[config.mk]
export PLATFORM = sky130hd
export DESIGN_NAME = pqd_sqrt_cell
export DESIGN_NICKNAME = d
export VERILOG_FILES = /design/src/rtl/pqd_sqrt_cell.sv
export SDC_FILE = /design/constraint.sdc
export NUM_CORES = 1
export LEC_CHECK = 0
export ABC_AREA = 1
export CAP_MARGIN = 15
export CORE_ASPECT_RATIO = 1.25
export CORE_MARGIN = 5
export CORE_UTILIZATION = 40
export DETAILED_ROUTE_END_ITERATION = 10
export DONT_BUFFER_PORTS = 1
export HOLD_SLACK_MARGIN = 0.06
export PLACE_DENSITY = 0.59
export SYNTH_ARGS = -nofsm -noshare
export SYNTH_HDL_FRONTEND = slang
export SYNTH_SLANG_ARGS = --single-unit
export TNS_END_PERCENT = 10
[constraint.sdc]
create_clock -name clk -period 6.18 [get_ports clk]
set_clock_uncertainty 0.05 [all_clocks]
set_input_delay 1.236 -clock clk [delete_from_list [all_inputs] [get_ports clk]]
set_output_delay 1.236 -clock clk [all_outputs]
set_load 0.02 [all_outputs]
[src/rtl/pqd_sqrt_cell.sv]
`timescale 1ns / 1ps

module pqd_sqrt_cell #(
  parameter int OW = 29
) (
  input  logic              clk,
  input  logic              en,
  input  logic [OW+1:0]     rem_in,
  input  logic [OW-1:0]     root_in,
  input  logic [2*OW-1:0]   rest_in,
  output logic [OW+1:0]     rem_out,
  output logic [OW-1:0]     root_out,
  output logic [2*OW-1:0]   rest_out
);

  logic [OW+1:0] cand, trial;
  logic          ge;

  assign cand  = {rem_in[OW-1:0], rest_in[2*OW-1:2*OW-2]};
  assign trial = {root_in, 2'b01};
  assign ge    = cand >= trial;

  always_ff @(posedge clk) begin
    if (en) begin
      rem_out  <= ge ? cand - trial : cand;
      root_out <= {root_in[OW-2:0], ge};
      rest_out <= {rest_in[2*OW-3:0], 2'b00};
    end
  end

endmodule

==> flow_metrics.py <==
metrics = {
    "run_status": {
        "status": "finished, final reports clean",
    },
    "yosys": {
        "yosysSeqAreaShare": 0.538,
        "yosysWarnings": 0,
        "synth_cells": 754,
        "synth_cell_types": 26,
        "syn_area_sq_mm": 0.00647,
        "syn_area_per_cell_sq_um": 8.58,
        "synth_seq_cells": 116,
    },
    "place": {
        "gp_congestion": 0.893,
        "place_ws_ns": 2.41,
        "hpwl_um": 14000,
        "post_dp_cell_area_sq_mm": 0.00668,
        "dpl.cell_count": 962,
        "port_buffers": 0,
    },
    "timing": {
        "worstMarginPinSlew_ns": 0.603,
        "finalHoldViolations": 0,
        "finalMaxSlewViolations": 0,
        "min_period_ns": 3.32,
        "clock.fmax_mhz": 301,
        "fin_crit_sh": 0.537,
        "setup_tns_ns": 0,
        "rsz0062_at_grt": "no",
        "relSlewSlack": 0.597,
        "setup_ws_ns": 2.86,
        "setup_viol": 0,
    },
    "die": {
        "core_sq_mm": 0.0161,
        "die_height_um": 152,
        "io-pin-count": 238,
        "start_util": 0.403,
        "die_area_sq_mm": 0.0188,
        "die_w_um": 124,
        "fp-row-count": 52,
    },
    "pwr": {
        "power_density_mw_per_mm2": 342,
        "vdd_drop_max_mv": 0.162,
        "power.leakage_nw": 3.58,
    },
    "layout": {
        "final_util": 0.458,
        "diodes": 0,
        "fin_cells": 993,
        "stdcell_area_sq_mm": 0.00736,
        "nFillCells": 1623,
        "drive_gt1_frac": 0.0502,
        "areaGrowthSynthToFinish_pct": 13.7,
        "fin_nets": 916,
    },
    "route": {
        "vias_per_cell": 4.79,
        "drc_errors": 0,
        "vias": 4761,
        "drtIter0Drc": 212,
        "ant_nets": 0,
        "wl_um": 17800,
        "wl_per_cell_um": 18.0,
        "dr.pass1.iters": 5,
    },
    "worst_setup_path": {
        "required_ns": 6.28,
        "critPathLaunchType": "input pin",
        "critical-path-max-stage-delay_ns": 0.38,
        "crit_arrival_ns": 3.42,
        "setup.worst_path.class": "in2reg",
        "endpoint_kind": "flip-flop",
        "path_buf_inv": 3,
        "slowest_stage": "buf_4",
        "crit_start": "root_in[20]",
        "crit_chain": "inv_1 > ha_1 > nand2_1 > nor2_1 > inv_2 > nor3_2 > nand3_1 > nand3_1 > nand2_1 > buf_4 > nand3_1 > nand2_1",
        "cp_top_family": "simple AND/OR/NAND/NOR gates",
        "worstPathMaxFanout": 17,
    },
    "clock_network": {
        "cts_sinks": 116,
        "cts_buffers": 17,
        "htree_levels": 4,
        "root_buffer": "clkbuf_16",
        "cts_setup_buffers": 0,
        "cts_hold_buf": 0,
        "cts.clk_slew.worst_paths_ns": 0.06,
        "clk_path_buf_depth": 2,
        "cts_tree": "yes",
        "cts_resized": 0,
    },
    "global_route": {
        "grt_pass1_vias": 4734,
        "grt_max_degree": 117,
        "grt.total_usage": 0.188,
        "overflow": 0,
        "antenna_found_initial": 0,
        "grt_pass1_wl_um": 26300,
    },
    "min_path": {
        "min_path_type": "in2reg",
        "min-delay-start": "root_in[22]",
    },
    "flow_run": {
        "cap_violations": 0,
    },
}
==> path summary, 6_finish.rpt <==
path | slack [ns] | cells after the start | to
setup / recovery | 2.86 | 12 | rem_out[25]
hold / removal | 0.86 | 0 | root_out[23]
==> registers in the layout, summed over array words and instances (netlist names) <==
register,count
root_out,29
rem_out,31
rest_out,56
==> kinds of logic (layout without fill, tap and decap cells) <==
| family | Yosys count | after routing | synth area share |
|---|---|---|---|
| compound gates | 23 | 23 | 0.0193 |
| xor+xnor | 15 | 15 | 0.0203 |
| fa+ha+maj | 31 | 31 | 0.0599 |
| buf+inv | 161 | 183 | 0.0992 |
| flops | 116 | 116 | 0.538 |
| other cells | 1 | 2 | 0.000579 |
| simple gates | 407 | 407 | 0.263 |
==> synthesized netlist by cell type (all sizes together) <==
cell type	n	area, sq um
nand2	272	1020
inv	150	563
edfxtp	116	3480
nand3	75	388
nor2	38	145
ha	31	388
a21oi	17	85.1
xor2	14	123
buf	11	78.8
nand4	8	50.1
nor3	7	45.0
and2	3	18.8
nand3b	3	22.5
o21bai	3	22.5
o21ai	2	10.0
a21o	1	7.51
and3	1	6.26
conb	1	3.75
xnor2	1	8.76
==> cell usage in the layout, fill, tap and decap left out <==
| master | netlist | routed |
|---|---|---|
| nand3_1 | 74 | 74 |
| a21oi_1 | 17 | 17 |
| conb_1 | 1 | 2 |
| nand4_1 | 8 | 8 |
| o21bai_1 | 3 | 3 |
| inv_6 | 0 | 2 |
| clkbuf_16 | 0 | 17 |
| and2_1 | 3 | 3 |
| bufinv_16 | 0 | 6 |
| inv_1 | 149 | 149 |
| xor2_1 | 14 | 14 |
| inv_2 | 1 | 1 |
| nand3b_1 | 3 | 3 |
| nor2_1 | 37 | 37 |
| nor3_1 | 5 | 5 |
| buf_4 | 2 | 2 |
| edfxtp_1 | 116 | 116 |
| nor3_2 | 2 | 2 |
| o21ai_0 | 2 | 2 |
| nand2_2 | 1 | 1 |
| nand2_1 | 271 | 271 |
| nor2_2 | 1 | 1 |
| ha_1 | 31 | 31 |
| nand3_4 | 1 | 1 |
| clkinv_4 | 0 | 6 |
| xnor2_1 | 1 | 1 |
| and3_1 | 1 | 1 |
| a21o_1 | 1 | 1 |
==> power by group <==
part | total, mW | switching, mW | internal, mW
clock | 1.14 | 0.375 | 0.760
sequential | 1.09 | 0.126 | 0.966
combinational | 0.287 | 0.191 | 0.0958
==> area by class of cell <==
cell class | instances | area (sq um) | area share
Clock buffer | 17 | 425 | 0.0578
Clock inverter | 14 | 250 | 0.0340
Timing Repair Buffer | 2 | 15.0 | 0.00204
Sequential cell | 116 | 3480 | 0.473
Inverter | 150 | 563 | 0.0765
Multi-Input combinational cell | 478 | 2350 | 0.320
Tap cell | 216 | 270 | 0.0367
==> routing by layer <==
layer  vias up  part of all wire  global-route usage
met2       176              0.54               0.353
met5         -                 0                   0
li1       2422                 -                   -
met4         0             0.010              0.0544
met3        14             0.090              0.0609
met1      2149              0.36               0.194
==> metrics by stage <==
| step | hold WS [ns] | power (mW) |
|---|---|---|
| 3_3_place_gp | 1.28 | 1.40 |
| 4_1_cts | 0.845 | 2.56 |
| 6_report | 0.861 | 2.51 |
| 2_1_floorplan | 1.28 | 1.32 |
| 3_5_place_dp | 1.28 | 1.40 |
| 5_1_grt | 0.846 | 2.64 |
No activity file was read; power rests on OpenSTA's default activity.
