$ cat config.mk
export PLATFORM = sky130hd
export DESIGN_NAME = pqd_div_cell
export DESIGN_NICKNAME = d
export VERILOG_FILES = /design/src/rtl/pqd_pkg.sv /design/src/rtl/pqd_div_cell.sv
export SDC_FILE = /design/constraint.sdc
export NUM_CORES = 1
export LEC_CHECK = 0
export BUFFER_PORTS_ARGS = -buffer_cell sky130_fd_sc_hd__buf_4
export CORE_AREA = 8 8 176 178
export DETAILED_ROUTE_END_ITERATION = 6
export DIE_AREA = 0 0 184 186
export GPL_TIMING_DRIVEN = 0
export PLACE_DENSITY = 0.69
export SYNTH_ARGS = -nofsm -noshare
export SYNTH_HDL_FRONTEND = slang
export SYNTH_SLANG_ARGS = --single-unit
$ cat constraint.sdc
create_clock -name clk -period 4.1 [get_ports clk]
set_input_delay 0.41 -clock clk [delete_from_list [all_inputs] [get_ports clk]]
set_output_delay 0.41 -clock clk [all_outputs]
set_load 0.01 [all_outputs]
$ cat src/rtl/pqd_pkg.sv
`timescale 1ns / 1ps

package pqd_pkg;

  localparam int CFG_INDEX_WIDTH = 3;

  typedef enum logic [CFG_INDEX_WIDTH-1:0] {
    REG_C0X,
    REG_C0Y,
    REG_C1X,
    REG_C1Y,
    REG_C2X,
    REG_C2Y,
    REG_C3X,
    REG_C3Y
  } cfg_reg_t;

  // nearest feature of one edge: none (degenerate), start corner, end corner, interior
  typedef enum logic [1:0] {
    EDGE_NONE,
    EDGE_NEAR,
    EDGE_FAR,
    EDGE_PERP
  } edge_kind_t;

endpackage

$ cat src/rtl/pqd_div_cell.sv
`timescale 1ns / 1ps

module pqd_div_cell #(
  parameter int DW = 57
) (
  input  logic                clk,
  input  logic                en,
  input  logic [DW-1:0]       r_in,
  input  logic [DW-1:0]       nq_in,
  input  logic [DW-1:0]       d_in,
  input  pqd_pkg::edge_kind_t kind_in,
  input  logic [DW-1:0]       alt_in,
  output logic [DW-1:0]       r_out,
  output logic [DW-1:0]       nq_out,
  output logic [DW-1:0]       d_out,
  output pqd_pkg::edge_kind_t kind_out,
  output logic [DW-1:0]       alt_out
);

  logic [DW:0] t, diff;
  logic        ge;

  assign t    = {r_in, nq_in[DW-1]};
  assign ge   = t >= {1'b0, d_in};
  assign diff = t - {1'b0, d_in};

  always_ff @(posedge clk) begin
    if (en) begin
      r_out    <= ge ? diff[DW-1:0] : t[DW-1:0];
      nq_out   <= {nq_in[DW-2:0], ge};
      d_out    <= d_in;
      kind_out <= kind_in;
      alt_out  <= alt_in;
    end
  end

endmodule

==> key figures <==
STA
  • Slew @ Worst Pin: 0.803 ns
  • Fin crit period: 3.59 ns
  • RSZ-0062 raised after global routing: false
  • Fmax achieved: 0.279 GHz
  • Final Hold Viols: 0
  • Period utilization: 87.6%
  • Slew margin rel.: 45.9%
  • Final slew viol count: 0
  • Hold slack final: 0.0540 ns
  • Final Setup Violations: 0

Yosys
  • Synthesized area: 0.0113 mm^2
  • Number of synthesized flops with an enable pin: 230
  • Cells after Synth: 967
  • Post-synthesis area per instance: 11.7 um^2
  • Cell variety after synth: 59
  • Syn nets: 1257
  • Synth warn: 0
  • FF+latch count, synth: 230
  • Top_reg_cell synth: edfxtp_1
  • Seq/Total Area, Yosys: 60.9%
  • Async set-or-reset flop fraction in the synthesized netlist: 0%

Place
  • Hpwl dp: 31700 um
  • Placed Instance Area: 0.0153 mm^2
  • Placed insts: 1814
  • Port Buffers: 461
  • Global placement routability congestion: 0.923

Worst setup path
  • CP max FO: 10
  • Worst EP arrival: 3.85 ns
  • Startpoint types: input pin
  • Worst Setup End Kind: flop
  • Kind of critical path: in -> reg
  • CP required: 4.36 ns

Die
  • IO Pins: 462
  • Site row count: 62
  • Core ar.: 0.0282 mm^2
  • Initial Util: 40.2%
  • Die area: 0.0342 mm^2
  • Height of the die: 186 um
  • Chip width: 184 um

Global routing
  • Largest net degree at the start of global routing: 100
  • Vias in the first global route: 9444
  • Grt ovf: 0
  • Total GRT Usage: 21.4%
  • Antenna violations before repair: 1
  • First-pass GRT wire length: 56500 um

Power
  • Switching power: 1.80 mW
  • PD cells: 414 mW/mm^2
  • Tot Pwr: 6.70 mW
  • Leak Pwr: 7.01 nW
  • Combinational Power Share: 22.4%
  • Flop pwr share: 43.8%
  • Clock share of power: 33.8%
  • Worst VDD drop: 0.355 mV
  • Switching Share: 26.9%
  • Internal Power: 4.90 mW

Routing
  • DR iter-0 viols: 603
  • Post-route DRC: 0
  • Final WL: 38900 um
  • Via count: 9466
  • WL per Instance: 20.9 um
  • Routed Antenna Nets: 0
  • 1st-pass router iterations: 5
  • Via density: 5.08

Final layout
  • Share of cells above drive strength 1: 35.5%
  • Final core occ: 57.3%
  • Final Net Count: 1749
  • Area grow syn2layout: 42.7%
  • Design Area, Final: 0.0162 mm^2
  • Fin cells: 1863

Worst hold path
  • Worst hold path depth: 1
  • HP Class: in -> reg

Run
  • Number of max-cap violations: 0

CTS
  • Num CTS Buffers: 27
  • Clock tree sinks: 230
  • H-tree levels: 1
  • Clock root buffer: clkbuf_16
  • CTS clk-pin slew, worst paths: 0.06 ns
  • CTS tree: yes
  • Number of buffers added for setup after CTS: 0
  • Hold Buf Count CTS: 0
  • PostCTS Resize Cnt: 0
  • Clock Tree Buf Depth: 3

Status
  • Outcome: finished clean
==> power by group through the flow <==
stage,clock (mW),combinational (mW),sequential (mW)
6_report,2.26,1.50,2.94
5_1_grt,2.41,1.63,2.96
4_1_cts,2.32,1.52,2.94
3_5_place_dp,0,1.51,2.98
3_3_place_gp,0,1.49,2.98
2_1_floorplan,0,0.569,3.11
==> cells in the mapped netlist (3+ instances only) <==
master	n	area, um^2
mux2_2	4	45.0
edfxtp_1	230	6910
nor3_1	15	75.1
buf_2	4	20.0
nor2_1	43	161
a211oi_1	5	37.5
a31oi_1	4	25.0
ha_1	57	713
xor2_1	21	184
a21o_1	31	233
clkbuf_1	41	154
nand2_1	98	368
o21ai_0	93	465
xnor2_1	28	245
nor2b_1	6	37.5
a31o_2	3	26.3
nand3_1	11	55.1
o31ai_1	7	52.6
o211ai_1	6	45.0
nand4_1	31	194
o21bai_1	10	75.1
o21a_1	7	52.6
nand2b_1	6	37.5
inv_1	76	285
a21oi_1	78	390
and3_1	4	25.0
or3_1	3	18.8
==> logic make-up after synthesis <==
kind of cell / share of synthesized area, %
flops: 60.9
buf+inv: 4.46
mux: 0.485
fa+ha+maj: 6.46
compound gates: 14.3
xor+xnor: 3.78
simple gates: 9.61
==> flip-flops by register name (all words and copies together), names as in the netlist <==
signal,cells
nq_out,57
r_out,57
kind_out,2
alt_out,57
d_out,57
==> area by class of cell <==
type                       count  area [um^2]
antenna                        1         2.50
buffer                        48          211
clock inverter                15          136
timing repair buffer         463         3520
sequential                   230         6910
fill                        2465        12100
clock buffer                  33          698
inverter                      77          294
tap                          384          480
multi-input combinational    612         3930
==> layer usage <==
| layer | GRT usage (%) | up-vias | share of wire, % |
|---|---|---|---|
| li1 | - | 4547 | - |
| met1 | 25.1 | 4457 | 38 |
| met2 | 37.4 | 396 | 49 |
| met3 | 5.68 | 66 | 9.1 |
| met4 | 7.49 | 0 | 3.5 |
| met5 | 0 | - | 0 |
==> critical path: stages <==
cell	delay (ns)
buf_4	0.08
inv_1	0.04
ha_1	0.25
clkbuf_1	0.28
nand4_1	0.22
nor4bb_1	0.58
o211ai_1	0.25
nand4_1	0.28
nand3_1	0.19
a21oi_1	0.32
nor2_2	0.13
buf_6	0.18
clkinv_4	0.09
buf_8	0.16
mux2_2	0.37
==> cell usage in the layout, fill, tap and decap left out, drive strengths merged, types with 6 or more instances in the layout <==
master and n:
edfxtp 230, xor2 21, inv 79, clkinv 9, o211ai 6, ha 57
buf 470, nand2b 6, o21ai 93, o31ai 7, nor2b 6, a21oi 78
a21o 31, o21a 7, xnor2 28, nand3 11, nand4 32, clkbuf 74
o21bai 10, nand2 98, nor2 44, nor3 15
==> through the flow <==
stage / setup WS [ns] / setup TNS, ns
after CTS: 0.374 / 0
after global placement: -0.183 / -3.02
after detailed placement: -0.158 / -2.24
final: 0.510 / 0
after global routing: 0.0722 / 0
after floorplan: 0.908 / 0
==> worst paths after layout <==
check | from | slack [ns] | to
worst max-delay path | d_in[13] | 0.51 | r_out[27]
worst min-delay path | alt_in[36] | 0.05 | alt_out[36]
Note: power is estimated with default switching activity, not from simulation.
